$ cat config.mk
export PLATFORM = sky130hd
export DESIGN_NAME = edge_swipe_gesture_detector_flat
export DESIGN_NICKNAME = d
export VERILOG_FILES = /design/src/esgd_pkg.sv /design/src/esgd_cfg_if.sv /design/src/esgd_touch_if.sv /design/src/esgd_swipe_if.sv /design/src/esgd_cfg.sv /design/src/esgd_track.sv /design/src/edge_swipe_gesture_detector.sv /design/src/flat_wrapper.sv
export SDC_FILE = /design/constraint.sdc
export NUM_CORES = 1
export LEC_CHECK = 0
export BUFFER_PORTS_ARGS = -buffer_cell sky130_fd_sc_hd__buf_4
export CAP_MARGIN = 20
export CORE_MARGIN = 3
export CORE_UTILIZATION = 52
export CTS_CLUSTER_DIAMETER = 40
export DETAILED_ROUTE_END_ITERATION = 6
export GPL_TIMING_DRIVEN = 0
export PLACE_DENSITY = 0.72
export SYNTH_ARGS = -nofsm -noshare
export SYNTH_HDL_FRONTEND = slang
export SYNTH_HIERARCHICAL = 1
export SYNTH_SLANG_ARGS = --single-unit
$ cat constraint.sdc
create_clock -name clk -period 8.84 [get_ports clk]
set_clock_uncertainty 0.15 [all_clocks]
set_input_delay 2.652 -clock clk [delete_from_list [all_inputs] [get_ports clk]]
set_output_delay 2.652 -clock clk [all_outputs]
set_load 0.01 [all_outputs]
$ cat src/esgd_pkg.sv
`timescale 1ns / 1ps
`default_nettype none
// ----------------------------------------------------------------------------
// esgd_pkg
// Types and constants shared by the edge swipe gesture detector.
// ----------------------------------------------------------------------------
package esgd_pkg;

  localparam int CFG_IDX_W  = 2;
  localparam int CFG_DATA_W = 16;
  localparam int RES_W      = 12;
  localparam int LIMIT_W    = 16;
  localparam int DIR_W      = 3;
  localparam int NEED_W     = 16;

  // divide by three: (x * 43691) >> 17 is exact for 16-bit x
  localparam int RECIP_SHIFT = 17;
  localparam logic [RECIP_SHIFT-1:0] RECIP_3 = 17'd43691;

  localparam logic [RES_W-1:0]   RESET_WIDTH  = 12'd240;
  localparam logic [RES_W-1:0]   RESET_HEIGHT = 12'd240;
  localparam logic [LIMIT_W-1:0] RESET_LIMIT  = 16'd400;

  typedef enum logic [CFG_IDX_W-1:0] {
    REG_HRES        = 2'd0,
    REG_VRES        = 2'd1,
    REG_SWIPE_LIMIT = 2'd2
  } cfg_idx_t;

  typedef enum logic [DIR_W-1:0] {
    DIR_NONE  = 3'd0,
    DIR_RIGHT = 3'd1,
    DIR_LEFT  = 3'd2,
    DIR_DOWN  = 3'd3,
    DIR_UP    = 3'd4
  } dir_t;

  typedef struct packed {
    logic [RES_W-1:0]   hres;
    logic [RES_W-1:0]   vres;
    logic [LIMIT_W-1:0] swipe_limit_ms;
  } cfg_t;

endpackage
`default_nettype wire

$ cat src/esgd_cfg_if.sv
`timescale 1ns / 1ps
`default_nettype none
// ----------------------------------------------------------------------------
// esgd_cfg_if
// Register write channel: index and data with valid/ready.
// ----------------------------------------------------------------------------
interface esgd_cfg_if;
  logic                             valid;
  logic                             ready;
  logic [esgd_pkg::CFG_IDX_W-1:0]   index;
  logic [esgd_pkg::CFG_DATA_W-1:0]  data;

  modport source (output valid, output index, output data, input ready);
  modport sink   (input valid, input index, input data, output ready);
endinterface
`default_nettype wire

$ cat src/esgd_touch_if.sv
`timescale 1ns / 1ps
`default_nettype none
// ----------------------------------------------------------------------------
// esgd_touch_if
// Touch sample channel: press flag, coordinates and timestamp.
// ----------------------------------------------------------------------------
interface esgd_touch_if #(
  parameter int COORD_BITS = 12,
  parameter int TIME_BITS  = 32
);
  logic                  valid;
  logic                  ready;
  logic                  pressed;
  logic [COORD_BITS-1:0] touch_x;
  logic [COORD_BITS-1:0] touch_y;
  logic [TIME_BITS-1:0]  time_ms;

  modport source (output valid, output pressed, output touch_x, output touch_y,
                  output time_ms, input ready);
  modport sink   (input valid, input pressed, input touch_x, input touch_y,
                  input time_ms, output ready);
endinterface
`default_nettype wire

$ cat src/esgd_swipe_if.sv
`timescale 1ns / 1ps
`default_nettype none
// ----------------------------------------------------------------------------
// esgd_swipe_if
// Result channel: swipe direction and gesture activity flag.
// ----------------------------------------------------------------------------
interface esgd_swipe_if;
  logic                         valid;
  logic                         ready;
  logic [esgd_pkg::DIR_W-1:0]   swipe_dir;
  logic                         gesture_active;

  modport source (output valid, output swipe_dir, output gesture_active, input ready);
  modport sink   (input valid, input swipe_dir, input gesture_active, output ready);
endinterface
`default_nettype wire

$ cat src/esgd_cfg.sv
`timescale 1ns / 1ps
`default_nettype none
// ----------------------------------------------------------------------------
// esgd_cfg
// Screen size and time limit registers, written through the config channel.
// ----------------------------------------------------------------------------
module esgd_cfg (
  input  wire logic         clk,
  input  wire logic         rst,
  esgd_cfg_if.sink          cfg,
  output esgd_pkg::cfg_t    regs
);

  assign cfg.ready = 1'b1;

  always_ff @(posedge clk) begin
    if (rst) begin
      regs.hres           <= esgd_pkg::RESET_WIDTH;
      regs.vres           <= esgd_pkg::RESET_HEIGHT;
      regs.swipe_limit_ms <= esgd_pkg::RESET_LIMIT;
    end else if (cfg.valid) begin
      unique case (cfg.index)
        esgd_pkg::REG_HRES: begin
          regs.hres <= cfg.data[esgd_pkg::RES_W-1:0];
        end
        esgd_pkg::REG_VRES: begin
          regs.vres <= cfg.data[esgd_pkg::RES_W-1:0];
        end
        esgd_pkg::REG_SWIPE_LIMIT: begin
          regs.swipe_limit_ms <= cfg.data[esgd_pkg::LIMIT_W-1:0];
        end
        default: begin
        end
      endcase
    end
  end

endmodule
`default_nettype wire

$ cat src/esgd_track.sv
`timescale 1ns / 1ps
`default_nettype none
// ----------------------------------------------------------------------------
// esgd_track
// Start point tracking and swipe / activity evaluation for one sample.
// ----------------------------------------------------------------------------
module esgd_track #(
  parameter int COORD_BITS = 12,
  parameter int TIME_BITS  = 32
) (
  input  wire logic                         clk,
  input  wire logic                         rst,
  input  wire logic                         advance,
  input  wire logic                         pressed,
  input  wire logic [COORD_BITS-1:0]        touch_x,
  input  wire logic [COORD_BITS-1:0]        touch_y,
  input  wire logic [TIME_BITS-1:0]         time_ms,
  input  esgd_pkg::cfg_t                    cfg,
  output logic [esgd_pkg::DIR_W-1:0]        swipe_dir,
  output logic                              gesture_active
);

  localparam int SW = ((COORD_BITS > esgd_pkg::RES_W) ? COORD_BITS : esgd_pkg::RES_W) + 2;
  localparam int CMP_W = ((COORD_BITS > esgd_pkg::NEED_W) ? COORD_BITS
                                                          : esgd_pkg::NEED_W) + 1;
  localparam int PROD_W = esgd_pkg::NEED_W + esgd_pkg::RECIP_SHIFT;

  logic [COORD_BITS-1:0] start_x;
  logic [COORD_BITS-1:0] start_y;
  logic [TIME_BITS-1:0]  start_stamp;
  logic                  start_held;
  logic                  prev_pressed;

  logic [TIME_BITS-1:0]       elapsed;
  logic                       in_time;
  logic                       press_edge;
  logic                       release_edge;
  logic signed [SW-1:0]       sx, sy, px, py, w, h, w8, w4, h8, h4;
  logic signed [SW-1:0]       dx, dy;
  logic [SW-1:0]              abs_x, abs_y;
  logic [PROD_W-1:0]          prod;
  logic [esgd_pkg::NEED_W-1:0] need;

  assign elapsed      = time_ms - start_stamp;
  assign in_time      = elapsed < TIME_BITS'(cfg.swipe_limit_ms);
  assign press_edge   = !prev_pressed && pressed;
  assign release_edge = prev_pressed && !pressed && in_time;

  assign sx = $signed(SW'(start_x));
  assign sy = $signed(SW'(start_y));
  assign px = $signed(SW'(touch_x));
  assign py = $signed(SW'(touch_y));
  assign w  = $signed(SW'(cfg.hres));
  assign h  = $signed(SW'(cfg.vres));
  assign w8 = $signed(SW'(cfg.hres >> 3));
  assign w4 = $signed(SW'(cfg.hres >> 2));
  assign h8 = $signed(SW'(cfg.vres >> 3));
  assign h4 = $signed(SW'(cfg.vres >> 2));

  assign dx    = px - sx;
  assign dy    = py - sy;
  assign abs_x = (dx < 0) ? SW'(-dx) : SW'(dx);
  assign abs_y = (dy < 0) ? SW'(-dy) : SW'(dy);

  // only meaningful while in time, so elapsed fits in 16 bits
  assign prod = PROD_W'(elapsed[esgd_pkg::NEED_W-1:0]) * PROD_W'(esgd_pkg::RECIP_3);
  assign need = prod[PROD_W-1:esgd_pkg::RECIP_SHIFT];

  always_comb begin
    swipe_dir = esgd_pkg::DIR_NONE;
    if (release_edge) begin
      if (sx < w8 && dx > w4) begin
        swipe_dir = esgd_pkg::DIR_RIGHT;
      end else if (w - sx < w8 && -dx > w4) begin
        swipe_dir = esgd_pkg::DIR_LEFT;
      end else if (sy < h8 && dy > h4) begin
        swipe_dir = esgd_pkg::DIR_DOWN;
      end else if (h - sy < h8 && -dy > h4) begin
        swipe_dir = esgd_pkg::DIR_UP;
      end
    end
  end

  // a press edge has zero travel, a release edge in time drops the start
  assign gesture_active = start_held && in_time && !press_edge && !release_edge &&
                          ((CMP_W'(abs_x) > CMP_W'(need)) || (CMP_W'(abs_y) > CMP_W'(need)));

  always_ff @(posedge clk) begin
    if (rst) begin
      start_x      <= '0;
      start_y      <= '0;
      start_stamp  <= '0;
      start_held   <= 1'b0;
      prev_pressed <= 1'b0;
    end else if (advance) begin
      prev_pressed <= pressed;
      if (press_edge) begin
        start_x     <= touch_x;
        start_y     <= touch_y;
        start_stamp <= time_ms;
        start_held  <= 1'b1;
      end else if (release_edge) begin
        start_held <= 1'b0;
      end
    end
  end

endmodule
`default_nettype wire

$ cat src/edge_swipe_gesture_detector.sv
`timescale 1ns / 1ps
`default_nettype none
// ----------------------------------------------------------------------------
// edge_swipe_gesture_detector
// Detects edge swipes and fast movements from a stream of touch samples.
//
//   channel  role    handshake     payload
//   touch    sink    valid/ready   pressed, touch_x, touch_y, time_ms
//   result   source  valid/ready   swipe_dir, gesture_active
//   cfg      sink    valid/ready   index, data (ready always high)
//
// each item passes an input register and a result register, in that order;
// one item per cycle is sustained while the result is not stalled; the
// start state updates as an item moves from the input register to the result
// reset is synchronous: registers return to 240 x 240 and 400 ms, no start held
// a stalled result holds the input register; the input stage still fills
// ----------------------------------------------------------------------------
module edge_swipe_gesture_detector #(
  parameter int COORD_BITS = 12,
  parameter int TIME_BITS  = 32
) (
  input  wire logic      clk,
  input  wire logic      rst,
  esgd_cfg_if.sink       cfg,
  esgd_touch_if.sink     touch,
  esgd_swipe_if.source   result
);

  esgd_pkg::cfg_t regs;

  logic                  s1_valid;
  logic                  s1_pressed;
  logic [COORD_BITS-1:0] s1_x;
  logic [COORD_BITS-1:0] s1_y;
  logic [TIME_BITS-1:0]  s1_time;

  logic                          res_valid;
  logic [esgd_pkg::DIR_W-1:0]    res_dir;
  logic                          res_active;

  logic                          advance;
  logic                          take;
  logic [esgd_pkg::DIR_W-1:0]    dir_next;
  logic                          active_next;

  esgd_cfg u_cfg (
    .clk  (clk),
    .rst  (rst),
    .cfg  (cfg),
    .regs (regs)
  );

  esgd_track #(
    .COORD_BITS (COORD_BITS),
    .TIME_BITS  (TIME_BITS)
  ) u_track (
    .clk            (clk),
    .rst            (rst),
    .advance        (advance),
    .pressed        (s1_pressed),
    .touch_x        (s1_x),
    .touch_y        (s1_y),
    .time_ms        (s1_time),
    .cfg            (regs),
    .swipe_dir      (dir_next),
    .gesture_active (active_next)
  );

  assign advance     = s1_valid && (!res_valid || result.ready);
  assign touch.ready = !s1_valid || advance;
  assign take        = touch.valid && touch.ready;

  assign result.valid          = res_valid;
  assign result.swipe_dir      = res_dir;
  assign result.gesture_active = res_active;

  always_ff @(posedge clk) begin
    if (rst) begin
      s1_valid  <= 1'b0;
      res_valid <= 1'b0;
    end else begin
      if (take) begin
        s1_valid <= 1'b1;
      end else if (advance) begin
        s1_valid <= 1'b0;
      end
      if (advance) begin
        res_valid <= 1'b1;
      end else if (result.ready) begin
        res_valid <= 1'b0;
      end
    end
  end

  always_ff @(posedge clk) begin
    if (take) begin
      s1_pressed <= touch.pressed;
      s1_x       <= touch.touch_x;
      s1_y       <= touch.touch_y;
      s1_time    <= touch.time_ms;
    end
    if (advance) begin
      res_dir    <= dir_next;
      res_active <= active_next;
    end
  end

endmodule
`default_nettype wire

$ cat src/flat_wrapper.sv
// flat-port wrapper written by rule: the top's interface ports become plain ports
module edge_swipe_gesture_detector_flat 
#(
  parameter int COORD_BITS = 12,
  parameter int TIME_BITS  = 32
)
  (clk, rst, cfg_valid, cfg_index, cfg_data, cfg_ready, touch_valid, touch_pressed, touch_touch_x, touch_touch_y, touch_time_ms, touch_ready, result_valid, result_swipe_dir, result_gesture_active, result_ready);
  esgd_cfg_if cfg_i ();
  esgd_touch_if #(.COORD_BITS(COORD_BITS), .TIME_BITS(TIME_BITS)) touch_i ();
  esgd_swipe_if result_i ();
  input  wire logic clk;
  input  wire logic rst;
  input wire logic [$bits(cfg_i.valid)-1:0] cfg_valid;
  input wire logic [$bits(cfg_i.index)-1:0] cfg_index;
  input wire logic [$bits(cfg_i.data)-1:0] cfg_data;
  output wire logic [$bits(cfg_i.ready)-1:0] cfg_ready;
  input wire logic [$bits(touch_i.valid)-1:0] touch_valid;
  input wire logic [$bits(touch_i.pressed)-1:0] touch_pressed;
  input wire logic [$bits(touch_i.touch_x)-1:0] touch_touch_x;
  input wire logic [$bits(touch_i.touch_y)-1:0] touch_touch_y;
  input wire logic [$bits(touch_i.time_ms)-1:0] touch_time_ms;
  output wire logic [$bits(touch_i.ready)-1:0] touch_ready;
  output wire logic [$bits(result_i.valid)-1:0] result_valid;
  output wire logic [$bits(result_i.swipe_dir)-1:0] result_swipe_dir;
  output wire logic [$bits(result_i.gesture_active)-1:0] result_gesture_active;
  input wire logic [$bits(result_i.ready)-1:0] result_ready;
  assign cfg_i.valid = cfg_valid;
  assign cfg_i.index = cfg_index;
  assign cfg_i.data = cfg_data;
  assign cfg_ready = cfg_i.ready;
  assign touch_i.valid = touch_valid;
  assign touch_i.pressed = touch_pressed;
  assign touch_i.touch_x = touch_touch_x;
  assign touch_i.touch_y = touch_touch_y;
  assign touch_i.time_ms = touch_time_ms;
  assign touch_ready = touch_i.ready;
  assign result_valid = result_i.valid;
  assign result_swipe_dir = result_i.swipe_dir;
  assign result_gesture_active = result_i.gesture_active;
  assign result_i.ready = result_ready;
  edge_swipe_gesture_detector #(.COORD_BITS(COORD_BITS), .TIME_BITS(TIME_BITS)) u_core (.clk(clk), .rst(rst), .cfg(cfg_i), .touch(touch_i), .result(result_i));
endmodule
==> results by group, run 1 <==
GRT
  • Initial antenna violation count: 0
  • Largest net degree at the start of global routing: 58
  • Vias in the first global route: 14,491
  • First-pass GRT wire length: 72.2 mm
  • Remaining Overflow, GRT: 0
  • GRT Util Overall: 24.8%

STA
  • Setup violations, final: 0
  • RSZ-0062 raised after global routing: yes
  • Worst slew pin tran: 1.04 ns
  • Post-layout minimum cycle time: 8.68 ns
  • Final period util: 98.1%
  • Rel. slew slack: 30.6%
  • Slew Viols, Final: 0
  • Fmax: 115 MHz
  • Worst Hold Margin: 0.303 ns
  • Endpoints failing hold: 0

Worst setup path
  • Worst endpoint required time: 8.99 ns
  • Reg2reg start: u_core/s1_time[0]
  • Worst Path Arrival: 8.83 ns
  • CP Launch Type: register
  • Worst reg2reg endpoint: u_core/result.gesture_active
  • Crit path from: u_core/s1_time[0]
  • Delay-heaviest family, CP: adder cells
  • R2r worst-path depth: 37
  • Crit-path max FO: 3
  • Crit path top cell by count: fa_1
  • Crit. End Element: register
  • R2r setup slk: 0.16 ns
  • Kind of critical path: reg2reg
  • CP max stage delay: 0.55 ns
  • Max stage delay cell, worst path: fa_1
  • Buf/Inv on CP: 7

CTS
  • Clock transition at the registers of the reported paths: 0.07 ns
  • Max Buffers Root-to-Sink: 2
  • Clock buffer count from CTS: 17
  • Clock sinks: 161
  • Clock Latency Late Sink: 0.44 ns
  • CTS root buffer: clkbuf_16
  • CTS tree: yes
  • H-tree depth: 4

Synthesis
  • Ys async rst share: 0%
  • Total of warnings raised by yosys: 6
  • Syn Nets: 2,522
  • Cell taking the most area after synthesis: ha_1
  • Number of distinct library cells after synthesis: 92
  • Share of the synthesized area in the top cell type: 22.0%
  • FF+latch count, synth: 161
  • Synthesized area: 17,700 sq um
  • Commonest cells in the netlist: 312 x ha_1, 299 x inv_1, 185 x nand2_1
  • Primary FF master, synth: dfxtp_1
  • Post-synth EDFFs: 61
  • Seq/Total Area, Yosys: 21.6%
  • Avg Cell Area, Syn: 8.63 sq um
  • Top cells by area, synth: ha_1 22%, dfxtp_1 11%, edfxtp_1 10%
  • Mapped Cells: 2,054
  • Top-count cell post-synth: ha_1

Status
  • Status: completed

Cells and area
  • Area Overhead vs Synth: 16.1%
  • Filler cells: 2,755
  • N_diodes: 0
  • Fraction of layout cells with a size suffix above 1: 13.3%
  • FF+latch area: 3830 sq um
  • Multi-input logic area: 13,300 sq um
  • Layout Nets: 2,659

Placed design
  • HPWL Detailed: 37.3 mm
  • I/O Buffers: 85
  • Final Wtd Congestion: 0.953

Routing
  • DRT Pass-1 Iters: 6
  • Wire per inst: 17.8 microns
  • Via density: 5.71
  • Initial DRC count: 909
  • Vias: 15,118
  • DRC violations left: 0
  • Total Wirelength: 47.2 mm
  • Antenna viol nets, final: 0

Die
  • Io pins: 87
  • Die ar.: 36,300 sq um
  • Placement Rows: 66
  • Initial Utilization: 53.7%
  • Die extent in y: 191 microns
  • Core footprint: 33,000 sq um
  • Die width: 191 microns

Worst hold path
  • Worst Min Path Start: u_core/u_track/start_stamp[15]
  • Worst hold path class: reg2reg
  • Hold Path End: u_core/u_track/start_stamp[15]
  • Hold Crit Depth: 2

Flow run
  • Max cap viols: 0
## state kept, by name, summed over array words and instances, names as in the netlist
register and count:
u_core/s1_pressed 1, u_core/u_track/prev_pressed 1, u_core/s1_valid 1, u_core/result.gesture_active 1, u_core/result.valid 1, u_core/s1_x 12
u_core/u_track/start_x 12, u_core/u_track/start_stamp 32, u_core/u_track/start_held 1, u_core/s1_y 12, u_core/u_cfg/regs 40, u_core/u_track/start_y 12
u_core/result.swipe_dir 3, u_core/s1_time 32
## tightest hold or removal path: stages, from the launching register on
cell,delay [ns]
dfxtp_1,0.31
nand2_1,0.05
a21oi_1,0.05
## area by class of cell
| type | count | area share [%] |
|---|---|---|
| multi-input combinational | 1538 | 64.8 |
| sequential | 161 | 18.6 |
| inverter | 302 | 5.52 |
| timing repair buffer | 124 | 4.56 |
| tap | 442 | 2.69 |
| clock buffer | 20 | 2.23 |
| buffer | 47 | 1.00 |
| clock inverter | 12 | 0.584 |
## through the flow
stage	instances	setup WS (ns)	setup TNS (ns)	utilization (%)	cell area [sq um]
finish	2646	0.164	0	62.3	20600
global route	2646	-0.175	-0.175	62.3	20600
CTS	2620	0.00641	0	60.1	19800
detailed placement	2581	-1.20	-1.20	57.3	18900
global placement	2581	-1.05	-1.05	57.3	18900
floorplan	2054	0.294	0	-	17700
## routing by layer
metal / routed length (microns) / part of all wire (%) / vias up / track usage (%)
met5: 0 / 0 / - / 0
met3: 2450 / 5.2 / 86 / 3.55
met1: 21100 / 45 / 7274 / 32.8
met2: 22300 / 47 / 389 / 41.4
met4: 1340 / 2.8 / 0 / 9.12
li1: - / - / 7369 / -
## how the worst max path moves through the flow
stage	end	slack, ns	cells past startpoint
after floorplan	u_core/result.gesture_active	0.29	34
after global placement	u_core/result.gesture_active	-1.05	34
after detailed placement	u_core/result.gesture_active	-1.20	35
after CTS	u_core/result.gesture_active	0.006	36
after global routing	u_core/result.gesture_active	-0.17	39
final	u_core/result.gesture_active	0.16	37
## kinds of logic (layout without fill, tap and decap cells)
family | after synthesis | after routing | share of synthesized area, %
mux | 44 | 44 | 2.48
flops | 161 | 161 | 21.6
xor+xnor | 132 | 132 | 6.60
compound gates | 432 | 432 | 15.6
buf+inv | 355 | 505 | 7.69
other cells | 1 | 1 | 0.0212
fa+ha+maj | 391 | 391 | 30.8
simple gates | 538 | 538 | 15.2
## layout by cell type (no fill, tap or decap), drive strengths merged, types with 26 or more instances in the layout
cell type,Yosys,layout
a21o,34,34
a21oi,164,164
buf,12,136
clkbuf,41,55
dfxtp,100,100
edfxtp,61,61
fa,76,76
ha,312,312
inv,301,308
mux2i,44,44
nand2,185,185
nand2b,65,65
nand3,32,32
nor2,108,108
nor3,26,26
o21a,31,31
o21ai,74,74
xnor2,83,83
xor2,48,48
## repair_timing
item,in CTS,in global routing
buffers inserted,12,27
hold buffers,0,0
gates resized for setup,45,93
endpoints found under the setup margin,1,1
pin swaps,10,62
Power of run 1 is left out: the tool's default activity adds up to more than one toggle a clock period on the data nets, which glitch-free logic cannot reach.
==> run 2: changes to the inputs <==
- clock period: 8.84 -> 7.3 ns (I/O delays scaled with it)
==> run 2 against run 1 <==
Compared with the run above: the flow now finishes with violations (setup timing); critical path type unchanged; critical path depth shrank 4; non-clock buffer count fell by 7; flip-flop and latch count unchanged; maximum frequency increased by 3.2%; final cell count down 0.26%; register-to-register slack worse by 1.3 ns.
==> results by group, run 2 (synthesized netlist as in run 1, its figures left out) <==
Status
  • Status: complete, but fails checks
  • Failing checks: setup timing

Placed design
  • HPWL Detailed: 37.9 mm
  • Inst Count DP: 2,581
  • Final Wtd Congestion: 0.962
  • I/O Buffers: 85

Cells and area
  • Multi-input logic area: 13,500 sq um
  • Fin cells: 2,639
  • Max FFs per register: 40
  • Final Util: 62.5%
  • N_diodes: 0
  • Reg with most FFs: u_core/u_cfg/regs
  • FF+latch area: 3830 sq um
  • Commonest cells after routing, fill and taps aside: 287 x inv_1, 281 x ha_1, 180 x nand2_1
  • Fraction of layout cells with a size suffix above 1: 13.9%
  • Filler cells: 2,829
  • Area Overhead vs Synth: 16.5%
  • Commonest non-fill, non-tap cell in the layout: inv_1
  • Top flop regs: u_core/u_cfg/regs x40, u_core/s1_time x32, u_core/u_track/start_stamp x32
  • Layout Nets: 2,652

Flow run
  • Max cap viols: 0

STA
  • Slew Viols, Final: 0
  • Final period util: 115%
  • Worst Hold Margin: 0.304 ns
  • Final Worst Setup Slack: -1.11 ns
  • Post-layout minimum cycle time: 8.41 ns
  • Endpoints failing hold: 0
  • Fmax: 119 MHz
  • Setup violations, final: 1
  • RSZ-0062 raised after global routing: yes
  • Sum Neg Setup Slack: -1.11 ns
  • Rel. slew slack: 38.5%
  • Worst slew pin tran: 0.922 ns

Worst setup path
  • Worst endpoint required time: 7.34 ns
  • CP Launch Type: register
  • Crit-path max FO: 3
  • Worst Path Arrival: 8.45 ns
  • Worst reg2reg endpoint: u_core/result.gesture_active
  • Max stage delay cell, worst path: fa_1
  • CP max stage delay: 0.56 ns
  • Crit path top cell by count: fa_1
  • Crit path depth: 33
  • R2r worst-path depth: 33
  • Reg2reg start: u_core/s1_time[0]
  • Buf/Inv on CP: 5
  • Kind of critical path: reg2reg
  • R2r setup slk: -1.11 ns
  • Delay-heaviest family, CP: adder cells
  • Crit. End Element: register

Routing
  • DRC violations left: 0
  • Wire per inst: 17.9 microns
  • Vias: 14,986
  • Initial DRC count: 882
  • Via density: 5.68
  • DRT Pass-1 Iters: 5
  • Total Wirelength: 47.2 mm
  • Antenna viol nets, final: 0

CTS
  • CTS Hold Bufs: 0
  • Clock Latency Late Sink: 0.43 ns
  • Clock buffer count from CTS: 17
  • H-tree depth: 4
  • CTS tree: yes
  • Clock sinks: 161
  • Clock transition at the registers of the reported paths: 0.07 ns
  • Max Buffers Root-to-Sink: 2
  • CTS root buffer: clkbuf_16

GRT
  • Vias in the first global route: 15,030
  • Remaining Overflow, GRT: 0
  • Largest net degree at the start of global routing: 58
  • First-pass GRT wire length: 76.7 mm
  • Initial antenna violation count: 0
  • GRT Util Overall: 26.4%

Worst hold path
  • Worst Min Path Start: u_core/u_track/start_stamp[19]
  • Hold Crit Depth: 2
  • Hold Path End: u_core/u_track/start_stamp[19]
  • Worst hold path class: reg2reg

Die
  • Die ar.: 36,300 sq um
  • Placement Rows: 66
  • Die extent in y: 191 microns
  • Die width: 191 microns
  • Core footprint: 33,000 sq um
  • Initial Utilization: 53.7%
  • Io pins: 87
[run 2: cell count changes in the layout (fill, tap and decap cells not counted), moves of 2 or more]
cell,previous run,this run
o21ai_2,1,3
inv_2,12,14
a21oi_4,1,4
ha_4,22,24
a21oi_1,151,148
nand2_2,3,5
nand2_1,182,180
inv_1,289,287
ha_1,284,281
clkinv_4,3,1
o21ai_0,66,64
buf_4,124,118
[run 2: worst max path at each step]
stage | start | slack [ns] | end
finish | u_core/s1_time[0] | -1.11 | u_core/result.gesture_active
global route | u_core/s1_time[0] | -1.47 | u_core/result.gesture_active
CTS | u_core/s1_time[1] | -1.04 | u_core/result.gesture_active
detailed placement | u_core/s1_time[1] | -1.62 | u_core/result.gesture_active
global placement | u_core/s1_time[1] | -1.48 | u_core/result.gesture_active
floorplan | u_core/s1_time[0] | -0.53 | u_core/result.gesture_active
[run 2: final cells by class]
cell class	instances	share of cell area, %
inverters	302	5.50
flip-flops and latches	161	18.6
plain buffers	47	1.01
repair buffers	117	4.27
well taps	442	2.68
multi-input cells	1538	65.2
clock inverters	11	0.430
clock buffers	21	2.34
[run 2: through the flow]
stage / setup slack, ns / cell area [sq um]
6_report: -1.11 / 20600
5_1_grt: -1.47 / 20600
3_3_place_gp: -1.48 / 19300
4_1_cts: -1.04 / 20500
3_5_place_dp: -1.62 / 19300
2_1_floorplan: -0.534 / 18200
[run 2: metal layers]
metal  vias to the layer above  track usage, %  routed length (microns)
met4                         0            7.68                     1100
met1                      7159            34.6                    20900
met3                        80            4.61                     2600
met5                         -               0                        0
li1                       7373               -                        -
met2                       374            44.9                    22600
[run 2: timing repair]
item	CTS	global route
setup endpoints to repair	1	1
pin swaps	50	21
resized for setup	69	20
hold endpoints to repair	0	0
buffers inserted	29	3
gates cloned	0	0
[run 2: worst min-delay path, delay by kind of cell, from the launching register on]
kind	cells	cell delay (ns)
AND/OR/NAND/NOR	1	0.05
flip-flops	1	0.31
AO/OA/AOI/OAI	1	0.05
Power of run 2 is left out for the same reason.
